$ cat config.mk
export PLATFORM = sky130hd
export DESIGN_NAME = dhkrt_ctrl
export DESIGN_NICKNAME = d
export VERILOG_FILES = /design/src/rtl/core/dhkrt_pkg.sv /design/src/rtl/core/dhkrt_ctrl.sv
export SDC_FILE = /design/constraint.sdc
export NUM_CORES = 1
export LEC_CHECK = 0
export BUFFER_PORTS_ARGS = -buffer_cell sky130_fd_sc_hd__buf_4
export CORE_AREA = 10 10 47 49
export CTS_CLUSTER_DIAMETER = 200
export DETAILED_ROUTE_END_ITERATION = 7
export DIE_AREA = 0 0 57 59
export PLACE_DENSITY = 0.82
export SYNTH_ARGS = -nofsm -noshare
export SYNTH_HDL_FRONTEND = slang
export SYNTH_SLANG_ARGS = --single-unit
$ cat constraint.sdc
create_clock -name clk -period 2.5 [get_ports clk]
set_clock_uncertainty 0.15 [all_clocks]
set_input_delay 0.125 -clock clk [delete_from_list [all_inputs] [get_ports clk]]
set_output_delay 0.125 -clock clk [all_outputs]
set_load 0.005 [all_outputs]
$ cat src/rtl/core/dhkrt_pkg.sv
// ----------------------------------------------------------------------------
// dhkrt_pkg
// Shared types and constants of the double hashing key read table.
// ----------------------------------------------------------------------------
package dhkrt_pkg;

  localparam int unsigned SLOTS_DEF      = 4096;
  localparam int unsigned READ_DEPTH_DEF = 65536;
  localparam int unsigned COUNT_BITS_DEF = 16;

  localparam int unsigned KEY_W    = 64;
  localparam int unsigned BASE_W   = 16;
  localparam int unsigned RID_W    = 24;
  localparam int unsigned TSIZE_W  = 13;
  localparam int unsigned SMOD_W   = 12;
  localparam int unsigned MAXH_W   = 7;
  localparam int unsigned SLOT_W   = 12;
  localparam int unsigned HIT_W    = 16;
  localparam int unsigned EMIT_LIM = 64;

  // command codes
  localparam logic [1:0] CMD_INSERT = 2'd0;
  localparam logic [1:0] CMD_ADD    = 2'd1;
  localparam logic [1:0] CMD_GET    = 2'd2;
  localparam logic [1:0] CMD_FIND   = 2'd3;

  // status codes
  localparam logic [2:0] ST_OK        = 3'd0;
  localparam logic [2:0] ST_NOT_FOUND = 3'd1;
  localparam logic [2:0] ST_FULL      = 3'd2;
  localparam logic [2:0] ST_OVER      = 3'd3;
  localparam logic [2:0] ST_EMPTY     = 3'd4;

  // register indexes
  localparam logic [1:0] REG_TSIZE = 2'd0;
  localparam logic [1:0] REG_SMOD  = 2'd1;
  localparam logic [1:0] REG_MAXH  = 2'd2;

  // commands from controller to datapath
  typedef struct packed {
    logic load;       // capture request
    logic div_go;     // start the two mod units
    logic probe_rd;   // issue slot read at current probe index
    logic probe_adv;  // advance probe index
    logic ins_new;    // write a new key into slot
    logic ins_base;   // rewrite base of an existing slot
    logic add_wr;     // append read id, bump count
    logic get_init;   // start read walk
    logic get_rd;     // issue read store read
    logic emit;       // drive a result
    logic [2:0] emit_status;
    logic emit_last;
    logic emit_zero;  // slot and count forced to zero
    logic emit_read;  // read_out from read store data
  } dhkrt_cmd_t;

  // status from datapath to controller
  typedef struct packed {
    logic div_done;
    logic slot_valid;
    logic key_match;
    logic walk_end;   // probe count reached table size
    logic room;       // used slots below table size
    logic count_sat;
    logic count_zero;
    logic count_over;
    logic get_done;   // final read about to be emitted
  } dhkrt_sts_t;

endpackage

$ cat src/rtl/core/dhkrt_ctrl.sv
// ----------------------------------------------------------------------------
// dhkrt_ctrl
// Sequencer for hashing, probe walk, update and result emission.
// ----------------------------------------------------------------------------
module dhkrt_ctrl (
  input  logic                  clk,
  input  logic                  rst_n,
  input  logic                  start,
  input  logic [1:0]            in_command,
  output logic                  busy,
  output dhkrt_pkg::dhkrt_cmd_t cmd,
  input  dhkrt_pkg::dhkrt_sts_t sts
);

  typedef enum logic [2:0] {
    S_IDLE, S_HASH, S_READ, S_CHECK, S_GET_RD, S_GET_EM, S_GAP
  } state_t;

  state_t     st_r, st_nxt;
  logic [1:0] op_r, op_nxt;
  logic       go_r, go_nxt;

  always_comb begin
    st_nxt = st_r;
    op_nxt = op_r;
    go_nxt = 1'b0;
    cmd    = '0;
    cmd.div_go = go_r;
    case (st_r)
      S_IDLE: begin
        if (start) begin
          cmd.load = 1'b1;
          op_nxt   = in_command;
          go_nxt   = 1'b1;
          st_nxt   = S_HASH;
        end
      end
      S_HASH: begin
        if (sts.div_done && !go_r) begin
          cmd.probe_rd = 1'b1;
          st_nxt       = S_READ;
        end
      end
      S_READ: st_nxt = S_CHECK;
      // decide on the slot just read
      S_CHECK: begin
        cmd.emit      = 1'b1;
        cmd.emit_last = 1'b1;
        st_nxt        = S_GAP;
        if (sts.slot_valid && sts.key_match) begin
          case (op_r)
            dhkrt_pkg::CMD_INSERT: cmd.ins_base = 1'b1;
            dhkrt_pkg::CMD_ADD: cmd.add_wr = !sts.count_sat;
            dhkrt_pkg::CMD_GET: begin
              if (sts.count_over) cmd.emit_status = dhkrt_pkg::ST_OVER;
              else if (sts.count_zero) cmd.emit_status = dhkrt_pkg::ST_EMPTY;
              else begin
                cmd.emit     = 1'b0;
                cmd.emit_last = 1'b0;
                cmd.get_init = 1'b1;
                st_nxt       = S_GET_RD;
              end
            end
            default: ;
          endcase
        end else if (sts.slot_valid) begin
          cmd.emit      = 1'b0;
          cmd.emit_last = 1'b0;
          cmd.probe_adv = 1'b1;
          st_nxt        = S_HASH;
          if (sts.walk_end) begin
            cmd.probe_adv  = 1'b0;
            cmd.emit       = 1'b1;
            cmd.emit_last  = 1'b1;
            cmd.emit_zero  = 1'b1;
            cmd.emit_status = (op_r == dhkrt_pkg::CMD_INSERT) ?
                              dhkrt_pkg::ST_FULL : dhkrt_pkg::ST_NOT_FOUND;
            st_nxt = S_GAP;
          end
        end else begin
          cmd.emit_zero = 1'b1;
          if (op_r == dhkrt_pkg::CMD_INSERT && sts.room) begin
            cmd.ins_new   = 1'b1;
            cmd.emit_zero = 1'b0;
          end else if (op_r == dhkrt_pkg::CMD_INSERT) begin
            cmd.emit_status = dhkrt_pkg::ST_FULL;
          end else begin
            cmd.emit_status = dhkrt_pkg::ST_NOT_FOUND;
          end
        end
      end
      S_GET_RD: begin
        cmd.get_rd = 1'b1;
        st_nxt     = S_GET_EM;
      end
      S_GET_EM: begin
        cmd.emit      = 1'b1;
        cmd.emit_read = 1'b1;
        if (sts.get_done) begin
          cmd.emit_last = 1'b1;
          st_nxt        = S_GAP;
        end else begin
          st_nxt = S_GET_RD;
        end
      end
      S_GAP: st_nxt = S_IDLE;
      default: st_nxt = S_IDLE;
    endcase
  end

  // state and registered controls
  always_ff @(posedge clk) begin
    if (!rst_n) begin
      st_r <= S_IDLE;
      op_r <= dhkrt_pkg::CMD_INSERT;
      go_r <= 1'b0;
    end else begin
      st_r <= st_nxt;
      op_r <= op_nxt;
      go_r <= go_nxt;
    end
  end

  assign busy = st_r != S_IDLE;

  a_emit_not_idle: assert property (@(posedge clk) disable iff (!rst_n)
    cmd.emit |-> st_r != S_IDLE) else $error("emit while idle");
  a_one_write: assert property (@(posedge clk) disable iff (!rst_n)
    $countones({cmd.ins_new, cmd.ins_base, cmd.add_wr}) <= 1)
    else $error("two slot writes at once");
  a_last_to_idle: assert property (@(posedge clk) disable iff (!rst_n)
    cmd.emit && cmd.emit_last |=> st_r == S_GAP) else $error("last not final");
  a_load_idle: assert property (@(posedge clk) disable iff (!rst_n)
    cmd.load |-> st_r == S_IDLE) else $error("load while busy");

endmodule

==> flow_summary.toml, run 1 <==
[global_route]
grt_max_degree = 12
grt_first_pass_wirelength_microns = 2553
grt_use_met1_pct = 9.654
met3_usage_pct = 3.004
overflow = 0
grt_pass1_vias = 595
grtUsageTotal_pct = 8.827
top_usage_layer = "met2"
antenna_found_initial = 0
grt_util_met2_pct = 15.50

[logic_synthesis]
async_reset_ff_share_pct = 0
netlist_top_cells_area = "dfxtp_1 21%, nor2b_1 6.6%, o311ai_4 4.6%"
synth_edf_count = 0
syn_inst = 68
ys_seq_elements = 6
ys_seq_area_share_pct = 21.15
syn-num-nets = 82
yosys_warnings = 0
yosysTopAreaCell = "dfxtp_1"
syn_avg_cell_area_sq_um = 8.354
ys.flop_type = "dfxtp_1"
synth_top_area_share_pct = 21.15
syn_area_sq_um = 568.0
synth.distinct_cells = 35

[sta]
fin_crit_ns = 1.889
fmax_ghz = 0.5293
worst_pin_slew_ns = 0.4350
setup_tns_ns = 0
relSlewSlack_pct = 70.62
rsz0062_at_grt = "no"
report.final.setup_viol = 0
finalCritPeriodShare_pct = 75.57
fin_ws_ns = 0.6107
slew_viol_final = 0
final_hold_viol_count = 0

[pwr]
power_density_mw_per_mm2 = 549.0
p_leak_nw = 0.3794
total_power_mw = 0.4458
ir_worst_vdd_uv = 392.1

[setup_path]
crit_path_end = "cmd[9]"
end_kind = "output port"
worst-setup-path-type = "reg2out"
start_kind = "register"
critPathLaunch = "st_r[0]"
rrSetupSlack_ns = 0.94
worst_ep_required_time_ns = 2.23
rr_worst_depth = 3
r2r-start = "op_r[1]"
critPathArrivalTime_ns = 1.61
crit_fanout = 11
reg2reg_to = "st_r[1]"

[clock_tree]
cts-buffers-inserted = 3
tritoncts = "yes"
htree_levels = 1
worstSkewPairLatency_ns = 0.23
path_clk_slew_ns = 0.04
cts_max_path_buffers = 2
post-cts-setup-buffer-count = 0
root_buffer = "clkbuf_4"
numClockSinks = 6

[floorplan]
initial_core_util_pct = 40.54
ios = 31
dieArea_sq_mm = 0.003363
die_w_microns = 57
die_height_microns = 59
rows = 14
core-area_sq_mm = 0.001401

[route]
totalWireLength_microns = 1495
drt-vias-per-instance = 5.195
drt_iter0_markers = 5
wl_per_cell_microns = 13.23
via_count = 587
drc = 0
ant_nets = 0
dr.pass1.iters = 4

[place]
dp_hpwl_microns = 1287
post-place-ws_ns = 0.8540
dp_cells = 108
portBuffers = 30
gp_congestion = 0.7628

[final_layout]
syn_to_final_growth_pct = 42.95
antenna_cells = 0
drive_above_1_share_pct = 40.21
final_cell_mix = "30 x buf_4, 6 x nor2b_1, 6 x dfxtp_1"
nets = 113
final_common_cell = "buf_4"
fin_cells = 113
utilization_pct = 57.95

[min_path]
min_path_type = "in2reg"
min_path_cells = 3

[outcome]
status = "finished clean"

[flow_run]
cap_violations = 0
==> metal layers <==
layer / vias to the layer above / part of all wire (%)
met5: - / 0
met2: 22 / 52
met1: 264 / 41
met4: 0 / 0
met3: 0 / 6.8
li1: 301 / -
==> cells in the mapped netlist (2+ instances only) <==
library cell and instances:
buf_2 2, nor3_1 3, nand3b_1 2, a21oi_1 2, nand3_1 2, inv_1 3, nor2b_1 6, mux2i_1 2
or3b_4 2, dfxtp_1 6, and3b_1 3, nand2_1 5, nand2b_1 3, buf_4 3, nor2_1 4
==> worst min path at each step <==
stage | startpoint | end | slack (ns)
finish | in_command[0] | op_r[0] | 0.009
floorplan | rst_n | go_r | 0.1
global placement | rst_n | go_r | 0.23
global route | in_command[0] | op_r[0] | 0.03
detailed placement | rst_n | go_r | 0.23
CTS | in_command[0] | op_r[0] | 0.006
==> report_power, final <==
| group | switching, mW | internal, mW | total (mW) | leakage (nW) |
|---|---|---|---|---|
| Sequential | 0.0482 | 0.117 | 0.165 | 0.0493 |
| Clock | 0.0294 | 0.0539 | 0.0834 | 0.0138 |
| Combinational | 0.0770 | 0.120 | 0.197 | 0.316 |
| Total | 0.155 | 0.291 | 0.446 | 0.379 |
==> registers in the layout (all words and copies together), names as in the netlist <==
signal and flops:
go_r 1, op_r 2, st_r 3
==> kinds of logic (layout without fill, tap and decap cells) <==
logic type / after synthesis / after routing / share of synthesized area (%)
flip-flops: 6 / 6 / 21.15
buffers and inverters: 9 / 38 / 9.691
multiplexers: 2 / 2 / 3.524
AO/OA/AOI/OAI: 12 / 12 / 18.29
XOR/XNOR: 1 / 1 / 1.542
AND/OR/NAND/NOR: 38 / 38 / 45.82
==> final cells by class <==
cell class                      count  area [sq um]
Inverter                            3         11.26
Clock buffer                        3         22.52
Fill cell                         132         589.3
Multi-Input combinational cell     53         392.9
Tap cell                           16         20.02
Sequential cell                     6         120.1
Timing Repair Buffer               32         245.2
==> critical path, stage by stage, from the launching register on <==
cell and delay [ns]:
dfxtp_1 0.55, and3b_4 0.31, nand3_2 0.11, nor4b_1 0.25, buf_4 0.16
==> through the flow <==
stage	instance area, sq um	hold slack, ns
floorplan	568.0	0.09671
global placement	769.5	0.2271
CTS	812.0	0.005923
global route	812.0	0.02582
finish	812.0	0.008595
detailed placement	769.5	0.2265
==> repair_timing <==
item,in CTS,in global routing
endpoints found under the hold margin,3,0
endpoints found under the setup margin,0,0
resized for setup,0,0
hold buffers,2,0
Note: power is estimated with default switching activity, not from simulation.
==> run 2: changes to the inputs <==
Settings changed: CORE_AREA 10 10 47 49 to 10 10 48 50, DIE_AREA 0 0 57 59 to 0 0 58 60, PLACE_DENSITY 0.82 to 0.79.
Clock period 2.5 ns to 1.85 ns, I/O delays scaled along.
==> run 2 against run 1 <==
  * The flow now finishes with violations (negative hold slack)
  * Cell area is 7.9% higher
  * Non-clock buffer count is 6 higher
  * Sequential power is 24% higher
  * Largest power group unchanged
  * Register-to-register slack worse by 0.58 ns
  * Critical endpoint is now cmd[6]
  * Clock-buffer cell count stayed put
==> flow_summary.toml, run 2 (synthesis results as in run 1) <==
[setup_path]
cpMaxStageDelayCell = "or3b_4"
rrSetupSlack_ns = 0.36
path_depth = 4
critical_path.top_delay_family = "simple AND/OR/NAND/NOR gates"
crit_fanout = 4
worst-setup-path-type = "reg2out"
rr_worst_depth = 3
end_kind = "output port"
critPathArrivalTime_ns = 1.55
path_buf_inv = 1
start_kind = "register"
cpPeakStageDelay_ns = 0.40
crit_chain = "or3b_4, o311ai_4, nand2_1, buf_4"
worst_ep_required_time_ns = 1.61

[sta]
finalCritPeriodShare_pct = 97.11
slew_viol_final = 0
relSlewSlack_pct = 69.25
rsz0062_at_grt = "yes"
fmax_ghz = 0.5566
fin_crit_ns = 1.797
final_hold_viol_count = 1
report.final.setup_viol = 0
worst_pin_slew_ns = 0.4553
hold_slack_ns = -0.0001279

[min_path]
min_path_cells = 4
min_path_type = "in2reg"

[final_layout]
final_cell_mix = "35 x buf_4, 6 x nor2b_1, 5 x nand2_1"
fin_cells = 119
largest_reg_flops = 3
reg.largest.list = "st_r: 3 flops, op_r: 2 flops, go_r: 1 flops"
syn_to_final_growth_pct = 54.18
antenna_cells = 0
drive_above_1_share_pct = 47.57
nets = 119
final_area_sq_um = 875.8
utilization_pct = 60.98
final_common_cell = "buf_4"
largest_register = "st_r"

[floorplan]
die_w_microns = 58
dieArea_sq_mm = 0.003480
die_height_microns = 60
core-area_sq_mm = 0.001436
rows = 14
ios = 31
initial_core_util_pct = 39.55

[global_route]
grt_first_pass_wirelength_microns = 2904
grtUsageTotal_pct = 10.28
grt_max_degree = 11
antenna_found_initial = 0
grt_pass1_vias = 617
overflow = 0

[clock_tree]
cts_max_path_buffers = 2
path_clk_slew_ns = 0.05
root_buffer = "clkbuf_4"
tritoncts = "yes"
htree_levels = 1
numClockSinks = 6
worstSkewPairLatency_ns = 0.25
cts-buffers-inserted = 3

[outcome]
status = "finished with violations"
failed_checks = "negative hold slack"

[route]
drt_iter0_markers = 4
dr.pass1.iters = 4
wl_per_cell_microns = 14.05
totalWireLength_microns = 1672
via_count = 620
ant_nets = 0
drt-vias-per-instance = 5.210
drc = 0

[flow_run]
cap_violations = 0

[pwr]
ir_worst_vdd_uv = 369.0
power_density_mw_per_mm2 = 753.7
p_leak_nw = 0.4126

[place]
gp_congestion = 0.8133
portBuffers = 30
dpl-instance-area_sq_um = 784.5
dp_hpwl_microns = 1369
dp_cells = 110
-- run 2: cell count changes in the layout (fill, tap and decap cells not counted), sizes merged --
cell | previous run | this run
dlygate4sd3 | 2 | 3
buf | 30 | 35
-- run 2: final timing paths --
check,start,endpoint
max,op_r[1],cmd[6]
min,sts[8],st_r[0]
max reg2reg,op_r[1],st_r[1]
min reg2reg,op_r[0],op_r[0]
-- run 2: final cells by class --
cell class                      instances  area [sq um]
Fill cell                             131         560.5
Sequential cell                         6         130.1
Tap cell                               16         20.02
Clock buffer                            3         22.52
Timing Repair Buffer                   38         292.8
Multi-Input combinational cell         53         399.1
Inverter                                3         11.26
-- run 2: worst reg2reg max path: stages (launching register included) --
cell and delay [ns]:
dfxtp_4 0.35, or3b_4 0.40, o311ai_4 0.33, a31oi_1 0.12
-- run 2: layer usage --
layer	vias up	track usage, %	wire (microns)
li1	313	-	-
met1	288	10.94	698
met2	17	17.02	838
met3	2	4.449	120
met4	0	5.034	14
met5	-	0	0
-- run 2: where the power goes --
group          internal [mW]  switching, mW  leakage [nW]  total, mW
registers              0.163         0.0408        0.0514      0.204
logic                  0.193          0.136         0.347      0.329
clock network         0.0738         0.0532        0.0138      0.127
-- run 2: per-stage QoR --
step / setup WS, ns / power [mW] / setup TNS, ns
2_1_floorplan: 0.4395 / 0.4076 / 0
3_3_place_gp: 0.3008 / 0.5092 / 0
3_5_place_dp: 0.2529 / 0.5179 / 0
4_1_cts: 0.04761 / 0.6545 / 0
5_1_grt: -0.01766 / 0.7205 / -0.02284
6_report: 0.05339 / 0.6601 / 0
-- run 2: timing repair --
action                     in CTS  in global routing
cloned                          0                  0
pin swaps                       0                  4
setup endpoints to repair       3                  4
resized for setup               2                  5
hold endpoints to repair        5                  0
setup buffers                   0                  3
hold buffers                    3                  0
==> run 3: changes to the inputs <==
Settings changed: MAX_ROUTING_LAYER set to met4.
==> run 3 against run 2 <==
  * The run still ends with negative hold slack left
  * Sequential share of layout area is the same
  * Highest routed layer unchanged
  * Non-clock buffer count unchanged
  * First-iteration DRC count stayed put
  * Power is essentially flat
  * Sequential cell count unchanged
  * Critical path type unchanged
  * Fmax down 0.11%
==> flow_summary.toml, run 3 (synthesis results as in run 1) <==
[outcome]
status = "finished with violations"
failed_checks = "negative hold slack"

[floorplan]
die_height_microns = 60
die_w_microns = 58
rows = 14
initial_core_util_pct = 39.55
ios = 31
core-area_sq_mm = 0.001436
dieArea_sq_mm = 0.003480

[final_layout]
reg.largest.list = "st_r: 3 flops, op_r: 2 flops, go_r: 1 flops"
fin_cells = 119
nets = 119
largest_register = "st_r"
seqCellArea_sq_um = 130.1
antenna_cells = 0
syn_to_final_growth_pct = 54.18
final_cell_mix = "35 x buf_4, 6 x nor2b_1, 5 x nand2_1"
drive_above_1_share_pct = 47.57
nFillCells = 131
largest_reg_flops = 3
final_common_cell = "buf_4"
multi_input_area_sq_um = 399.1

[clock_tree]
cts_max_path_buffers = 2
htree_levels = 1
root_buffer = "clkbuf_4"
tritoncts = "yes"
cts-buffers-inserted = 3
worstSkewPairLatency_ns = 0.25
numClockSinks = 6
path_clk_slew_ns = 0.05

[route]
dr.pass1.iters = 4
ant_nets = 0
drt_iter0_markers = 4
totalWireLength_microns = 1665
drt-vias-per-instance = 5.235
wl_per_cell_microns = 13.99
via_count = 623
drc = 0

[pwr]
p_leak_nw = 0.4126
total_power_mw = 0.6599
power_density_mw_per_mm2 = 753.4
ir_worst_vdd_uv = 368.0

[sta]
rsz0062_at_grt = "yes"
relSlewSlack_pct = 69.25
hold_slack_ns = -0.00007117
fin_crit_ns = 1.799
report.final.setup_viol = 0
fmax_ghz = 0.5560
finalCritPeriodShare_pct = 97.22
worst_pin_slew_ns = 0.4553
slew_viol_final = 0
final_hold_viol_count = 1

[min_path]
min_path_type = "in2reg"

[global_route]
overflow = 0
antenna_found_initial = 0
grt_pass1_vias = 620
grtUsageTotal_pct = 10.56
grt_first_pass_wirelength_microns = 2904
grt_max_degree = 11

[setup_path]
start_kind = "register"
worst_ep_required_time_ns = 1.61
crit_fanout = 4
end_kind = "output port"
critPathArrivalTime_ns = 1.56
worst-setup-path-type = "reg2out"

[flow_run]
cap_violations = 0

[place]
dp_hpwl_microns = 1369
gp_congestion = 0.8252
portBuffers = 30
dp_cells = 110
run 3: timing repair:
item                                    in CTS  in global routing
buffers inserted                             0                  3
endpoints found under the hold margin        5                  0
endpoints found under the setup margin       3                  4
pin swaps                                    0                  4
resized for setup                            2                  5
hold buffers                                 3                  0
run 3: final cells by class:
cell class,instances,share of cell area [%]
clock buffers,3,2.571
inverters,3,1.286
well taps,16,2.286
repair buffers,38,33.43
flip-flops and latches,6,14.86
multi-input cells,53,45.57
run 3: worst paths after layout:
check	end	cells after the start	slack, ns	startpoint
min	st_r[0]	4	-0.00007	sts[8]
max	cmd[6]	4	0.05	op_r[1]
max reg2reg	st_r[1]	3	0.36	op_r[1]
min reg2reg	op_r[0]	2	0.40	op_r[0]
run 3: per-stage QoR:
step	TNS [ns]	util, %	worst slack [ns]	cell area [sq um]	hold slack [ns]
6_report	0	60.98	0.05149	875.8	-0.00007117
5_1_grt	-0.02283	60.98	-0.01766	875.8	0.01575
4_1_cts	0	58.80	0.04761	844.6	0.0007531
3_5_place_dp	0	54.62	0.2529	784.5	0.1930
3_3_place_gp	0	54.62	0.3008	784.5	0.1912
2_1_floorplan	0	-	0.4395	568.0	0.06421
run 3: critical path, stage by stage (launching register included):
cell and delay, ns:
dfxtp_4 0.35, or3b_4 0.40, o311ai_4 0.33, nand2_1 0.09, buf_4 0.14
run 3: routing by layer:
| metal | GRT usage, % | wire [microns] | vias to the layer above |
|---|---|---|---|
| li1 | - | - | 314 |
| met1 | 11.41 | 717 | 286 |
| met3 | 3.602 | 104 | 2 |
| met2 | 17.02 | 827 | 21 |
| met4 | 5.034 | 15 | 0 |
| met5 | - | 0 | - |
run 3: where the power goes:
| group | leakage, nW | total [mW] | switching [mW] | internal [mW] |
|---|---|---|---|---|
| registers | 0.0514 | 0.204 | 0.0410 | 0.163 |
| clock network | 0.0138 | 0.127 | 0.0532 | 0.0738 |
| logic | 0.347 | 0.329 | 0.136 | 0.193 |
| total | 0.413 | 0.660 | 0.230 | 0.430 |
